==> src/design/rgb_wheel_led_frame_encoder_assert.svh <==
// Assertion macros shared by the frame encoder modules.
`ifndef RGB_WHEEL_LED_FRAME_ENCODER_ASSERT_SVH
`define RGB_WHEEL_LED_FRAME_ENCODER_ASSERT_SVH

`ifndef ASSERT_OFF
// Check on every clock edge outside reset.
`define RWLE_ASSERT(name, prop, msg) \
  name: assert property (@(posedge clk_i) disable iff (!rst_ni) prop) else $error(msg);
// Check on every clock edge, reset included.
`define RWLE_ASSERT_ALWAYS(name, prop, msg) \
  name: assert property (@(posedge clk_i) prop) else $error(msg);
`else
`define RWLE_ASSERT(name, prop, msg)
`define RWLE_ASSERT_ALWAYS(name, prop, msg)
`endif

`endif

==> src/design/rwle_pkg.sv <==
// Types, constants and the color wheel function of the LED frame encoder.
`timescale 1ns / 1ps
`default_nettype none

package rwle_pkg;

  // Wheel geometry
  localparam logic [9:0] WHEEL_SPAN   = 10'd767;
  localparam logic [9:0] RAMP_1_START = 10'd255;
  localparam logic [9:0] RAMP_2_START = 10'd510;
  localparam logic [9:0] WHEEL_HOLD   = 10'd765;

  // Frame layout: 24 color bits per zone, four bytes per word
  localparam int unsigned COLOR_W        = 24;
  localparam int unsigned WORD_W         = 32;
  localparam logic [2:0]  SUB_LAST       = 3'd5;

  // Configuration port
  localparam int unsigned CFG_IDX_W  = 2;
  localparam int unsigned CFG_DATA_W = 8;

  typedef enum logic [CFG_IDX_W-1:0] {
    CFG_STEP_SIZE    = 2'd0,
    CFG_ZONE_SPACING = 2'd1,
    CFG_ONE_PATTERN  = 2'd2,
    CFG_ZERO_PATTERN = 2'd3
  } cfg_reg_e;

  localparam logic [7:0] STEP_SIZE_RST    = 8'd5;
  localparam logic [7:0] ZONE_SPACING_RST = 8'd64;
  localparam logic [7:0] ONE_PATTERN_RST  = 8'd252;
  localparam logic [7:0] ZERO_PATTERN_RST = 8'd192;

  typedef struct packed {
    logic [7:0] step_size;
    logic [7:0] zone_spacing;
    logic [7:0] one_pattern;
    logic [7:0] zero_pattern;
  } cfg_t;

  // Request codes
  typedef enum logic {
    REQ_TICK = 1'b0,
    REQ_FILL = 1'b1
  } req_e;

  // Classified command handed from front to back
  typedef struct packed {
    logic               fill;
    logic [COLOR_W-1:0] color;
  } cmd_t;

  typedef enum logic [2:0] {
    ST_IDLE   = 3'b001,
    ST_UPDATE = 3'b010,
    ST_SEND   = 3'b100
  } back_state_e;

  // Map a wheel position below 765 onto red, green, blue ramps
  function automatic logic [COLOR_W-1:0] wheel_color(input logic [9:0] p);
    logic [9:0] r, g, b;
    r = '0;
    g = '0;
    b = '0;
    if (p < RAMP_1_START) begin
      r = p;
      b = RAMP_1_START - p;
    end else if (p < RAMP_2_START) begin
      r = RAMP_2_START - p;
      g = p - RAMP_1_START;
    end else begin
      g = WHEEL_HOLD - p;
      b = p - RAMP_2_START;
    end
    return {r[7:0], g[7:0], b[7:0]};
  endfunction

endpackage

`default_nettype wire

==> src/design/rgb_wheel_led_frame_encoder.sv <==
// Top level of the color wheel LED frame encoder.
// Sequence: the back end takes an item from the queue in its idle state; a tick item then updates
// one zone per cycle, and both kinds send six words per zone, one word per cycle while the output is
// not stalled. The back end takes no new item until its frame is sent; the input queue takes
// QUEUE_DEPTH items while the back end is busy.
// Reset: asynchronous active low; clears queue, wheel position, zone colors and configuration
// to their defaults. No clearing pass is needed.
`timescale 1ns / 1ps
`default_nettype none

module rgb_wheel_led_frame_encoder
  import rwle_pkg::*;
#(
  parameter int unsigned ZONE_COUNT  = 4,
  parameter int unsigned QUEUE_DEPTH = 2
) (
  input  wire logic                  clk_i,
  input  wire logic                  rst_ni,
  input  wire logic                  cfg_we_i,
  input  wire logic [CFG_IDX_W-1:0]  cfg_idx_i,
  input  wire logic [CFG_DATA_W-1:0] cfg_data_i,
  input  wire logic                  in_valid_i,
  output logic                       in_stall_o,
  input  wire logic                  req_type_i,
  input  wire logic [7:0]            fill_red_i,
  input  wire logic [7:0]            fill_green_i,
  input  wire logic [7:0]            fill_blue_i,
  output logic                       out_valid_o,
  input  wire logic                  out_stall_i,
  output logic [WORD_W-1:0]          spi_word_o,
  output logic                       frame_end_o
);

  cfg_t cfg_q;
  logic cmd_valid;
  cmd_t cmd;
  logic cmd_pop;

  // Configuration registers
  always_ff @(posedge clk_i or negedge rst_ni) begin
    if (!rst_ni) begin
      cfg_q.step_size    <= STEP_SIZE_RST;
      cfg_q.zone_spacing <= ZONE_SPACING_RST;
      cfg_q.one_pattern  <= ONE_PATTERN_RST;
      cfg_q.zero_pattern <= ZERO_PATTERN_RST;
    end else if (cfg_we_i) begin
      unique case (cfg_reg_e'(cfg_idx_i))
        CFG_STEP_SIZE:    cfg_q.step_size    <= cfg_data_i;
        CFG_ZONE_SPACING: cfg_q.zone_spacing <= cfg_data_i;
        CFG_ONE_PATTERN:  cfg_q.one_pattern  <= cfg_data_i;
        CFG_ZERO_PATTERN: cfg_q.zero_pattern <= cfg_data_i;
        default:          cfg_q              <= cfg_q;
      endcase
    end
  end

  rwle_front #(
    .QUEUE_DEPTH (QUEUE_DEPTH)
  ) u_front (
    .clk_i        (clk_i),
    .rst_ni       (rst_ni),
    .in_valid_i   (in_valid_i),
    .in_stall_o   (in_stall_o),
    .req_type_i   (req_type_i),
    .fill_red_i   (fill_red_i),
    .fill_green_i (fill_green_i),
    .fill_blue_i  (fill_blue_i),
    .cmd_valid_o  (cmd_valid),
    .cmd_o        (cmd),
    .cmd_pop_i    (cmd_pop)
  );

  rwle_back #(
    .ZONE_COUNT (ZONE_COUNT)
  ) u_back (
    .clk_i       (clk_i),
    .rst_ni      (rst_ni),
    .cfg_i       (cfg_q),
    .cmd_valid_i (cmd_valid),
    .cmd_i       (cmd),
    .cmd_pop_o   (cmd_pop),
    .out_valid_o (out_valid_o),
    .out_stall_i (out_stall_i),
    .spi_word_o  (spi_word_o),
    .frame_end_o (frame_end_o)
  );

endmodule

`default_nettype wire

==> src/design/rwle_front.sv <==
// Front end: accepts items, classifies them and queues commands for the back end.
`timescale 1ns / 1ps
`default_nettype none
`include "rgb_wheel_led_frame_encoder_assert.svh"

module rwle_front
  import rwle_pkg::*;
#(
  parameter int unsigned QUEUE_DEPTH = 2
) (
  input  wire logic       clk_i,
  input  wire logic       rst_ni,
  input  wire logic       in_valid_i,
  output logic            in_stall_o,
  input  wire logic       req_type_i,
  input  wire logic [7:0] fill_red_i,
  input  wire logic [7:0] fill_green_i,
  input  wire logic [7:0] fill_blue_i,
  output logic            cmd_valid_o,
  output cmd_t            cmd_o,
  input  wire logic       cmd_pop_i
);

  localparam int unsigned PW = (QUEUE_DEPTH > 1) ? $clog2(QUEUE_DEPTH) : 1;
  localparam int unsigned CW = $clog2(QUEUE_DEPTH + 1);

  cmd_t          queue_q [QUEUE_DEPTH];
  logic [PW-1:0] wr_ptr_q, wr_ptr_d;
  logic [PW-1:0] rd_ptr_q, rd_ptr_d;
  logic [CW-1:0] count_q, count_d;
  logic          push;
  cmd_t          cmd_in;

  // Classify the item: a tick carries no color
  always_comb begin
    cmd_in.fill  = (req_e'(req_type_i) == REQ_FILL);
    cmd_in.color = cmd_in.fill ? {fill_red_i, fill_green_i, fill_blue_i} : '0;
  end

  assign in_stall_o  = (count_q == CW'(QUEUE_DEPTH));
  assign push        = in_valid_i && !in_stall_o;
  assign cmd_valid_o = (count_q != '0);
  assign cmd_o       = queue_q[rd_ptr_q];

  // Advance pointers and fill count
  always_comb begin
    wr_ptr_d = wr_ptr_q;
    rd_ptr_d = rd_ptr_q;
    count_d  = count_q;
    if (push) begin
      wr_ptr_d = (wr_ptr_q == PW'(QUEUE_DEPTH - 1)) ? '0 : wr_ptr_q + 1'b1;
    end
    if (cmd_pop_i) begin
      rd_ptr_d = (rd_ptr_q == PW'(QUEUE_DEPTH - 1)) ? '0 : rd_ptr_q + 1'b1;
    end
    if (push && !cmd_pop_i) begin
      count_d = count_q + 1'b1;
    end else if (!push && cmd_pop_i) begin
      count_d = count_q - 1'b1;
    end
  end

  always_ff @(posedge clk_i or negedge rst_ni) begin
    if (!rst_ni) begin
      wr_ptr_q <= '0;
      rd_ptr_q <= '0;
      count_q  <= '0;
    end else begin
      wr_ptr_q <= wr_ptr_d;
      rd_ptr_q <= rd_ptr_d;
      count_q  <= count_d;
    end
  end

  // Store the command
  always_ff @(posedge clk_i) begin
    if (push) begin
      queue_q[wr_ptr_q] <= cmd_in;
    end
  end

  `RWLE_ASSERT(a_count_bound, count_q <= CW'(QUEUE_DEPTH), "command queue overfilled")
  `RWLE_ASSERT(a_pop_nonempty, cmd_pop_i |-> count_q != '0, "pop from empty command queue")
  `RWLE_ASSERT(a_head_stable, cmd_valid_o && !cmd_pop_i |=> $stable(cmd_o), "waiting command changed")

endmodule

`default_nettype wire

==> src/design/rwle_back.sv <==
// Back end: updates zone colors and serializes the coded frame.
`timescale 1ns / 1ps
`default_nettype none
`include "rgb_wheel_led_frame_encoder_assert.svh"

module rwle_back
  import rwle_pkg::*;
#(
  parameter int unsigned ZONE_COUNT = 4
) (
  input  wire logic              clk_i,
  input  wire logic              rst_ni,
  input  wire cfg_t              cfg_i,
  input  wire logic              cmd_valid_i,
  input  wire cmd_t              cmd_i,
  output logic                   cmd_pop_o,
  output logic                   out_valid_o,
  input  wire logic              out_stall_i,
  output logic [WORD_W-1:0]      spi_word_o,
  output logic                   frame_end_o
);

  localparam int unsigned ZW = (ZONE_COUNT > 1) ? $clog2(ZONE_COUNT) : 1;

  back_state_e        state_q, state_d;
  logic [9:0]         pos_q, pos_d;
  logic [9:0]         off_q, off_d;
  logic [ZW-1:0]      zone_q, zone_d;
  logic [2:0]         sub_q, sub_d;
  logic [COLOR_W-1:0] color_q [ZONE_COUNT];
  logic               out_valid_q, out_valid_d;
  logic [WORD_W-1:0]  word_q;
  logic               end_q;

  logic               load;
  logic               last_zone;
  logic               last_word;
  logic [9:0]         pos_sum, pos_new, off_sum, off_new;
  logic [10:0]        p_sum;
  logic [9:0]         p;
  logic [COLOR_W-1:0] send_color;
  logic [3:0]         nibble;
  logic [WORD_W-1:0]  word_new;

  assign load      = !out_valid_q || !out_stall_i;
  assign last_zone = (zone_q == ZW'(ZONE_COUNT - 1));
  assign last_word = last_zone && (sub_q == SUB_LAST);
  assign cmd_pop_o = (state_q == ST_IDLE) && cmd_valid_i;

  // Advance wheel position and zone offset, each reduced by one subtract
  always_comb begin
    pos_sum = pos_q + 10'(cfg_i.step_size);
    pos_new = (pos_sum >= WHEEL_SPAN) ? pos_sum - WHEEL_SPAN : pos_sum;
    off_sum = off_q + 10'(cfg_i.zone_spacing);
    off_new = (off_sum >= WHEEL_SPAN) ? off_sum - WHEEL_SPAN : off_sum;
    p_sum   = {1'b0, pos_new} + {1'b0, off_q};
    p       = (p_sum >= {1'b0, WHEEL_SPAN}) ? 10'(p_sum - {1'b0, WHEEL_SPAN})
                                            : p_sum[9:0];
  end

  // Pick four color bits for the next word and code them
  always_comb begin
    send_color = color_q[zone_q];
    unique case (sub_q)
      3'd0:    nibble = send_color[23:20];
      3'd1:    nibble = send_color[19:16];
      3'd2:    nibble = send_color[15:12];
      3'd3:    nibble = send_color[11:8];
      3'd4:    nibble = send_color[7:4];
      default: nibble = send_color[3:0];
    endcase
    for (int i = 0; i < 4; i++) begin
      word_new[WORD_W-1-8*i -: 8] = nibble[3-i] ? cfg_i.one_pattern : cfg_i.zero_pattern;
    end
  end

  // Sequence control
  always_comb begin
    state_d     = state_q;
    pos_d       = pos_q;
    off_d       = off_q;
    zone_d      = zone_q;
    sub_d       = sub_q;
    out_valid_d = out_valid_q && out_stall_i;
    unique case (state_q)
      ST_IDLE: begin
        if (cmd_valid_i) begin
          zone_d  = '0;
          sub_d   = '0;
          off_d   = '0;
          state_d = cmd_i.fill ? ST_SEND : ST_UPDATE;
        end
      end
      ST_UPDATE: begin
        pos_d = pos_new;
        off_d = off_new;
        if (last_zone) begin
          zone_d  = '0;
          state_d = ST_SEND;
        end else begin
          zone_d = zone_q + 1'b1;
        end
      end
      ST_SEND: begin
        if (load) begin
          out_valid_d = 1'b1;
          if (last_word) begin
            state_d = ST_IDLE;
          end else if (sub_q == SUB_LAST) begin
            sub_d  = '0;
            zone_d = zone_q + 1'b1;
          end else begin
            sub_d = sub_q + 1'b1;
          end
        end
      end
      default: state_d = ST_IDLE;
    endcase
  end

  always_ff @(posedge clk_i or negedge rst_ni) begin
    if (!rst_ni) begin
      state_q     <= ST_IDLE;
      pos_q       <= '0;
      off_q       <= '0;
      zone_q      <= '0;
      sub_q       <= '0;
      out_valid_q <= 1'b0;
    end else begin
      state_q     <= state_d;
      pos_q       <= pos_d;
      off_q       <= off_d;
      zone_q      <= zone_d;
      sub_q       <= sub_d;
      out_valid_q <= out_valid_d;
    end
  end

  // Zone colors: fill all, or update one zone per tick cycle; hold at the dead positions
  always_ff @(posedge clk_i or negedge rst_ni) begin
    if (!rst_ni) begin
      for (int z = 0; z < ZONE_COUNT; z++) begin
        color_q[z] <= '0;
      end
    end else if (cmd_pop_o && cmd_i.fill) begin
      for (int z = 0; z < ZONE_COUNT; z++) begin
        color_q[z] <= cmd_i.color;
      end
    end else if ((state_q == ST_UPDATE) && (p < WHEEL_HOLD)) begin
      color_q[zone_q] <= wheel_color(p);
    end
  end

  // Output register
  always_ff @(posedge clk_i) begin
    if ((state_q == ST_SEND) && load) begin
      word_q <= word_new;
      end_q  <= last_word;
    end
  end

  assign out_valid_o = out_valid_q;
  assign spi_word_o  = word_q;
  assign frame_end_o = end_q;

  `RWLE_ASSERT(a_pos_range, pos_q < WHEEL_SPAN, "wheel position out of range")
  `RWLE_ASSERT(a_off_range, off_q < WHEEL_SPAN, "zone offset out of range")
  `RWLE_ASSERT(a_word_from_send, $rose(out_valid_q) |-> $past(state_q) == ST_SEND, "word loaded outside send")

endmodule

`default_nettype wire

==> config.mk <==
export PLATFORM = sky130hd
export DESIGN_NAME = rgb_wheel_led_frame_encoder
export DESIGN_NICKNAME = d
export VERILOG_FILES = /design/src/design/rwle_pkg.sv /design/src/design/rgb_wheel_led_frame_encoder.sv /design/src/design/rwle_front.sv /design/src/design/rwle_back.sv
export VERILOG_INCLUDE_DIRS = /design/src /design/src/design
export SDC_FILE = /design/constraint.sdc
export NUM_CORES = 1
export LEC_CHECK = 0
export ABC_CLOCK_PERIOD_IN_PS = 20600
export BUFFER_PORTS_ARGS = -buffer_cell sky130_fd_sc_hd__buf_2
export CAP_MARGIN = 20
export CORE_MARGIN = 2
export CORE_UTILIZATION = 58
export DETAILED_ROUTE_END_ITERATION = 12
export PLACE_DENSITY_LB_ADDON = 0.25
export SLEW_MARGIN = 20
export SYNTH_ARGS = -nofsm -noshare
export SYNTH_HDL_FRONTEND = slang
export SYNTH_HIERARCHICAL = 1
export SYNTH_SLANG_ARGS = --single-unit
==> constraint.sdc <==
create_clock -name clk_i -period 20.6 [get_ports clk_i]
set_input_delay 5.15 -clock clk_i [delete_from_list [all_inputs] [get_ports clk_i]]
set_output_delay 5.15 -clock clk_i [all_outputs]
set_load 0.02 [all_outputs]
---- Word level (Yosys, flattened, before mapping) ----
Memory sizes are Yosys's and may differ from the RTL's.
Cells that the tools add are included.
Widths: inputs -> output; s select.
storage, ports and cells
  input bits .............................. 40
  logic and storage cells ................. 153
  output and inout bits ................... 35
  bits in registers ....................... 194
  bits in writable memories ............... 50
  memories ................................ 1
cells by class
  bitwise gates (word level) .............. 1
  muxes and demuxes ....................... 56
  reduce and logical (&&, ||, !) cells .... 32
  order comparisons ....................... 8
  add/sub/neg operators ................... 17
  equal/unequal tests ..................... 19
memory list
  memory           words  width  read ports  clocked after memory_dff  wr ports  RTL line          source
  u_front.queue_q  2      25     1           0                         1         rwle_front.sv:27  cmd_t queue_q [QUEUE_DEPTH];
operators by type and width
  operator                count
  $mux 96                 2
  $mux 8                  16
  $bwmux 96               1
  $mux 24                 4
  $bmux 24 s2             1
  $demux 24 s2            1
  $mux 10                 4
  $sub 10x10->10 const B  3
  $mux 3                  9
  $sub 8x8->8 const A     3
  $add 10x8->10           2
  $ge 10x10->1 const B    2
  $pmux 10 s2             1
  $pmux 4 s5              1
  $sub 8x8->8 const B     2
  $mux 2                  7
  $add 10x10->11          1
  $ge 11x10->1 const B    1
  $logic_and 1x1->1       10
  $lt 10x10->1 const B    1
  $lt 10x8->1 const B     1
  $lt 10x9->1 const B     1
  $ne 2x1->1 const B      5
  $reduce_and 2->1        5
  25 further kinds        49

---- Depth between registers and ports, before layout ----
  word-level depth ........................ 14
  mapped depth ............................ 33

---- Cells and area by module ----
Netlist, hierarchy kept.
modules (own cells, without submodules)
  module                       instances  cells each  area each (µm²)
  rwle_back                    1          979         10161.0
  rwle_front                   1          123         2260.9
  rgb_wheel_led_frame_encoder  1          68          1226.2

---- Worst setup path after synthesis ----
Ideal clock, no wire load.
  path kind ............................... input to register
  from .................................... input port out_stall_i
  to ...................................... register u_back.sub_q[0]
  stages .................................. 3
  path slack .............................. 12.917 ns
  data arrival time ....................... 7.556 ns
  data required time ...................... 20.472 ns
  path through ............................ a21oi_1 -> a21oi_1 -> mux2_2
on the way
  longest elaborated chain between the ends .. 4
ends and longest elaborated chain
  item                               RTL line                           source
  start, declared                    rgb_wheel_led_frame_encoder.sv:29  input wire logic out_stall_i,
  $logic_not 1->1                    rwle_back.sv:45                    assign load = !out_valid_q || !out_stall_i;
  $logic_or 1x1->1                   rwle_back.sv:45
  $ne 2x1->1 (no source line)        -
  $reduce_and 4->1 (no source line)  -
  end signal, assigned               rwle_back.sv:134                   sub_q <= sub_d;
  end, declared                      rwle_back.sv:29                    logic [2:0] sub_q, sub_d;
No other way between the ends.
A chain may end at the register's enable or synchronous reset.

---- Worst setup path in the final report ----
  from .................................... register cfg_q[24] in the netlist's numbering
  to ...................................... register u_back/color_q[22] in the netlist's numbering
on the way
  longest elaborated chain between the ends .. 14
ends and longest elaborated chain
  item                                                   RTL line                           source
  start, declared                                        rgb_wheel_led_frame_encoder.sv:34  cfg_t cfg_q;
  start signal, assigned                                 rgb_wheel_led_frame_encoder.sv:52  default: cfg_q <= cfg_q;
  $add 10x8->10 *                                        rwle_back.sv:52                    pos_sum = pos_q + 10'(cfg_i.step_size);
  $sub 10x10->10 / $ge 10x10->1 (equally long branches)  rwle_back.sv:53                    pos_new = (pos_sum >= WHEEL_SPAN) ? pos_sum - WHEEL_SPAN : pos_sum;
  $mux 10 *                                              rwle_back.sv:53
  named net u_back.pos_new[3]                            rwle_back.sv:38                    logic [9:0] pos_sum, pos_new, off_sum, off_new;
  $add 10x10->11 *                                       rwle_back.sv:56                    p_sum = {1'b0, pos_new} + {1'b0, off_q};
  $sub 10x10->10 / $ge 11x10->1 (equally long branches)  rwle_back.sv:57                    p = (p_sum >= {1'b0, WHEEL_SPAN}) ? 10'(p_sum - {1'b0, WHEEL_SPAN})
  $mux 10 *                                              rwle_back.sv:57
  $sub 8x8->8 / $lt 10x9->1 (equally long branches)      rwle_pkg.sv:69, rwle_pkg.sv:68
  $mux 8                                                 rwle_pkg.sv:68                     end else if (p < RAMP_2_START) begin
  $mux 8                                                 rwle_pkg.sv:65                     if (p < RAMP_1_START) begin
  $mux 8                                                 rwle_back.sv:149                   end else if ((state_q == ST_UPDATE) && (p < WHEEL_HOLD)) begin
  $mux 8                                                 rwle_back.sv:145                   end else if (cmd_pop_o && cmd_i.fill) begin
  $bwmux 96                                              rwle_back.sv:150                   color_q[zone_q] <= wheel_color(p);
  $mux 96                                                rwle_back.sv:149
  $mux 96                                                rwle_back.sv:145
  end signal, assigned by index                          rwle_back.sv:147                   color_q[z] <= cmd_i.color;
  end signal, assigned by index                          rwle_back.sv:150
  end, declared                                          rwle_back.sv:30                    logic [COLOR_W-1:0] color_q [ZONE_COUNT];
The timed path passes the listed nets; every way through them passes the cells marked *. The select of a mux whose other input is x is not followed.

==> summary.txt <==
Synthesis
  – Mapped Cells: between 1k and 1.5k
  – Asr flop ratio synth: roughly 66%
  – Synth Register Bits: 244
  – Register area share after synthesis: 47.9%
  – Most frequently used flop master after synthesis: dfrtp_1
  – Mapped cell area: 13600 µm²
  – Yosys warns: 6
  – Netlist cell types: 89
  – Mapped Nets: 1253
  – Synthesized area per cell: 11.7 µm²
  – EDFF count, synth: between 80 and 90

Finish
  – FILL cells: 1829
  – Share of layout cells above drive strength 1: 24.3%
  – Fin area: 15200 µm²
  – Register Area: 6540 µm²
  – Post-layout nets: 1314
  – Antenna cells: 0
  – Area occupied by multi-input gates: approximately 6700 µm²
  – Area Overhead vs Synth: 11.1%

Floorplan
  – Chip Width: 157 µm
  – Core Footprint: 23300 µm²
  – Initial Util: a little under 60%
  – Die area: 24800 µm²
  – Die height: 157 µm
  – IO Count: 75
  – Row count: 56

GRT
  – Global-route wire length before repair: 51700 µm
  – Largest net degree at the start of global routing: between 100 and 150
  – Total congestion overflow: 0
  – GRT Util Overall: 26.8%
  – Antenna violations before repair: 0
  – Via count of the first global-routing pass: 9198

Timing
  – Final Max Slew Viols: 0
  – Max Clock Skew: 0.00961 ns
  – Achievable clock frequency: 122 MHz
  – RSZ-0062 raised after global routing: false
  – Post-route clock period utilization: 39.9%
  – Period minus WS final: 8.22 ns
  – Setup TNS: 0 ns
  – Final setup viols: 0
  – Worst-Margin Slew: approximately 1.1 ns
  – Final hold violations: 0
  – Max_slew headroom: 24.8%

Setup path
  – WS Path Type: flip-flop to flip-flop
  – Worst Path Required: between 20 and 25 ns
  – R2R setup slack: approximately 12 ns
  – R2R cell count: 27
  – Worst Setup Start Kind: flip-flop
  – Nature of the critical path endpoint: flip-flop
  – CP arrival: 8.63 ns
  – Reg2reg start: cfg_q[24]
  – Reg2reg end: u_back/color_q[22]
  – Critical Path Fanout Max: 13

Place
  – Port buffer count: between 70 and 80
  – Placed Instance Area: 14200 µm²
  – Post-DP HPWL: 22500 µm
  – RD Place Congestion: a little over 0.9

Clock network
  – Clock sink total: about 240
  – CTS tree: yes
  – CTS root buffer: clkbuf_16
  – Clk slew on worst S/H paths: ~0.060 ns
  – # Post-CTS Setup Buffers: 0
  – CTS resizes: 0
  – Max H-tree Level: 1
  – CTS hold repair buffers: 0
  – Clock Tree Buf Depth: 3
  – CTS buffer count: 27
  – Worst-Skew Late Latency: 0.54 ns

Drt
  – Vias per cell: a little over 6
  – DRT Wirelength: 32700 µm
  – Drc violations: 0
  – Vias: around 10k
  – Post-DRT Antenna Nets: 0
  – Routed len/inst: 20.8 µm
  – Pre-antenna DRT Iters: 5
  – Iter 0 DRT Violations: 986

Worst hold path
  – Hold_sp: u_back/color_q[28]
  – WHS Path Cells: 2
  – HP Class: flip-flop to flip-flop
  – Hold endpoint: u_back/color_q[28]

Status
  – Status: complete, no violations

Flow run
  – Max cap viols: 0
stage by stage:
step           setup slack [ns]  hold WS [ns]  utilization, %  instances
2_1_floorplan             12.92         0.456               -       1170
3_3_place_gp              12.78         0.475            61.2       1521
3_5_place_dp              12.59         0.481            61.2       1521
4_1_cts                   12.59         0.495            65.2       1571
5_1_grt                   11.78         0.518            65.2       1571
6_report                  12.38         0.494            65.2       1571
cell families (layout without fill, tap and decap cells):
| group | count (synthesis) | count (layout) | share of synthesized area [%] |
|---|---|---|---|
| AO/OA/AOI/OAI | 297 | 297 | 16.0 |
| XOR/XNOR | 58 | 58 | 3.72 |
| adder cells (fa/ha/maj) | 43 | 43 | 4.11 |
| buffers and inverters | 85 | 167 | 3.11 |
| flip-flops | 244 | 244 | 47.9 |
| multiplexers | 137 | 137 | 13.7 |
| AND/OR/NAND/NOR | 306 | 306 | 11.5 |
synthesized netlist by cell type, drive strengths merged (4+ instances only):
| master | instances | area share [%] |
|---|---|---|
| inv | 29 | 0.80 |
| nor2b | 9 | 0.41 |
| nor4 | 6 | 0.28 |
| nand4 | 4 | 0.18 |
| o311ai | 5 | 0.38 |
| and3 | 24 | 1.1 |
| a221o | 45 | 3.3 |
| and2 | 37 | 1.7 |
| mux2i | 12 | 0.91 |
| mux2 | 101 | 8.9 |
| o22ai | 11 | 0.50 |
| a211oi | 13 | 0.75 |
| o31ai | 10 | 0.55 |
| a21o | 15 | 0.83 |
| dfstp | 12 | 2.3 |
| and4 | 5 | 0.34 |
| ha | 40 | 3.7 |
| clkbuf | 28 | 0.77 |
| nand2b | 11 | 0.50 |
| mux4 | 24 | 4.0 |
| a21oi | 57 | 2.2 |
| buf | 27 | 1.5 |
| nor2 | 57 | 1.6 |
| a21boi | 5 | 0.28 |
| edfxtp | 83 | 18 |
| dfrtp | 149 | 27 |
| nand3 | 18 | 0.70 |
| o21ai | 64 | 2.3 |
| xnor2 | 42 | 2.7 |
| a31oi | 7 | 0.52 |
| nor3 | 10 | 0.37 |
| a22oi | 9 | 0.60 |
| o21a | 4 | 0.22 |
| a32o | 4 | 0.29 |
| xor2 | 16 | 1.0 |
| o21bai | 4 | 0.22 |
| o211ai | 13 | 0.72 |
| nor3b | 6 | 0.41 |
| or3 | 4 | 0.18 |
| nand2 | 101 | 2.8 |
how the worst max path moves through the flow:
stage           startpoint                 end  slack [ns]  cells past startpoint
2_1_floorplan  out_stall_i     u_back/sub_q[0]       12.92                      3
3_3_place_gp     cfg_q[24]  u_back/color_q[22]       12.78                     27
3_5_place_dp     cfg_q[24]  u_back/color_q[22]       12.59                     27
4_1_cts          cfg_q[24]  u_back/color_q[22]       12.59                     27
5_1_grt          cfg_q[24]  u_back/color_q[22]       11.78                     28
6_report         cfg_q[24]  u_back/color_q[22]       12.38                     27
area by class of cell:
cell class	instances	share of cell area, %
clock buffer	40	5.51
clock inverter	10	0.627
inverter	30	0.743
multi-input combinational	841	44.2
sequential	244	43.1
tap	319	2.63
timing repair buffer	87	3.13
state kept, by name (all words and copies together) (netlist names), 2 cells and up:
name / cells
u_back/color_q: 96
u_front/queue_q: 50
cfg_q: 32
u_back/spi_word_o: 32
u_back/off_q: 10
u_back/pos_q: 10
u_back/state_q: 3
u_back/sub_q: 3
u_back/zone_q: 2
u_front/count_q: 2
metal layers:
metal,vias up,track usage [%],part of all wire (%)
met5,-,0,0
li1,4544,-,-
met2,417,41.3,45
met4,0,5.58,1.7
met3,44,4.98,8.3
met1,4736,39.9,45
placed cells by master (no fill, tap or decap), types with 5 or more instances in the layout:
master,count
dfrtp_1,149
nand2_1,101
edfxtp_1,83
mux2_2,82
buf_2,73
o21ai_0,55
nor2_1,55
a21oi_1,52
a221o_1,45
xnor2_1,42
ha_1,40
and2_1,35
clkbuf_16,28
inv_1,28
and3_1,24
mux4_2,24
mux2_4,19
nand3_1,17
xor2_1,16
a21o_1,15
buf_4,13
o211ai_1,13
dfstp_2,12
a211oi_1,12
nand2b_1,11
mux2i_1,11
o22ai_1,11
nor3_1,10
o31ai_1,10
clkbuf_8,9
nor2b_1,9
o21ai_1,9
a22oi_1,8
nor4_1,6
a21boi_0,5
nor3b_1,5
worst max-delay path, stage by stage, from the launching register on:
cell and delay (ns):
dfstp_2 0.53, ha_1 0.16, inv_1 0.05, fa_1 0.40
nor2b_1 0.11, o21ai_0 0.10, a21boi_0 0.24, o21ai_0 0.13
nor3b_1 0.15, nor2_1 0.16, and2_1 0.17, nand4_1 0.30
a211oi_1 0.37, xor2_1 0.28, ha_1 0.36, a21o_1 0.20
a21o_1 0.24, or4_1 0.55, o311ai_2 0.21, nand4_1 0.54
nand2_1 0.26, xor2_1 0.55, inv_1 0.18, ha_1 0.23
nand4b_4 0.27, nand4_1 0.64, nor2_1 0.28, a221o_1 0.42
Power is left out: the tool's default activity adds up to more than one toggle a clock period on the data nets, which glitch-free logic cannot reach.
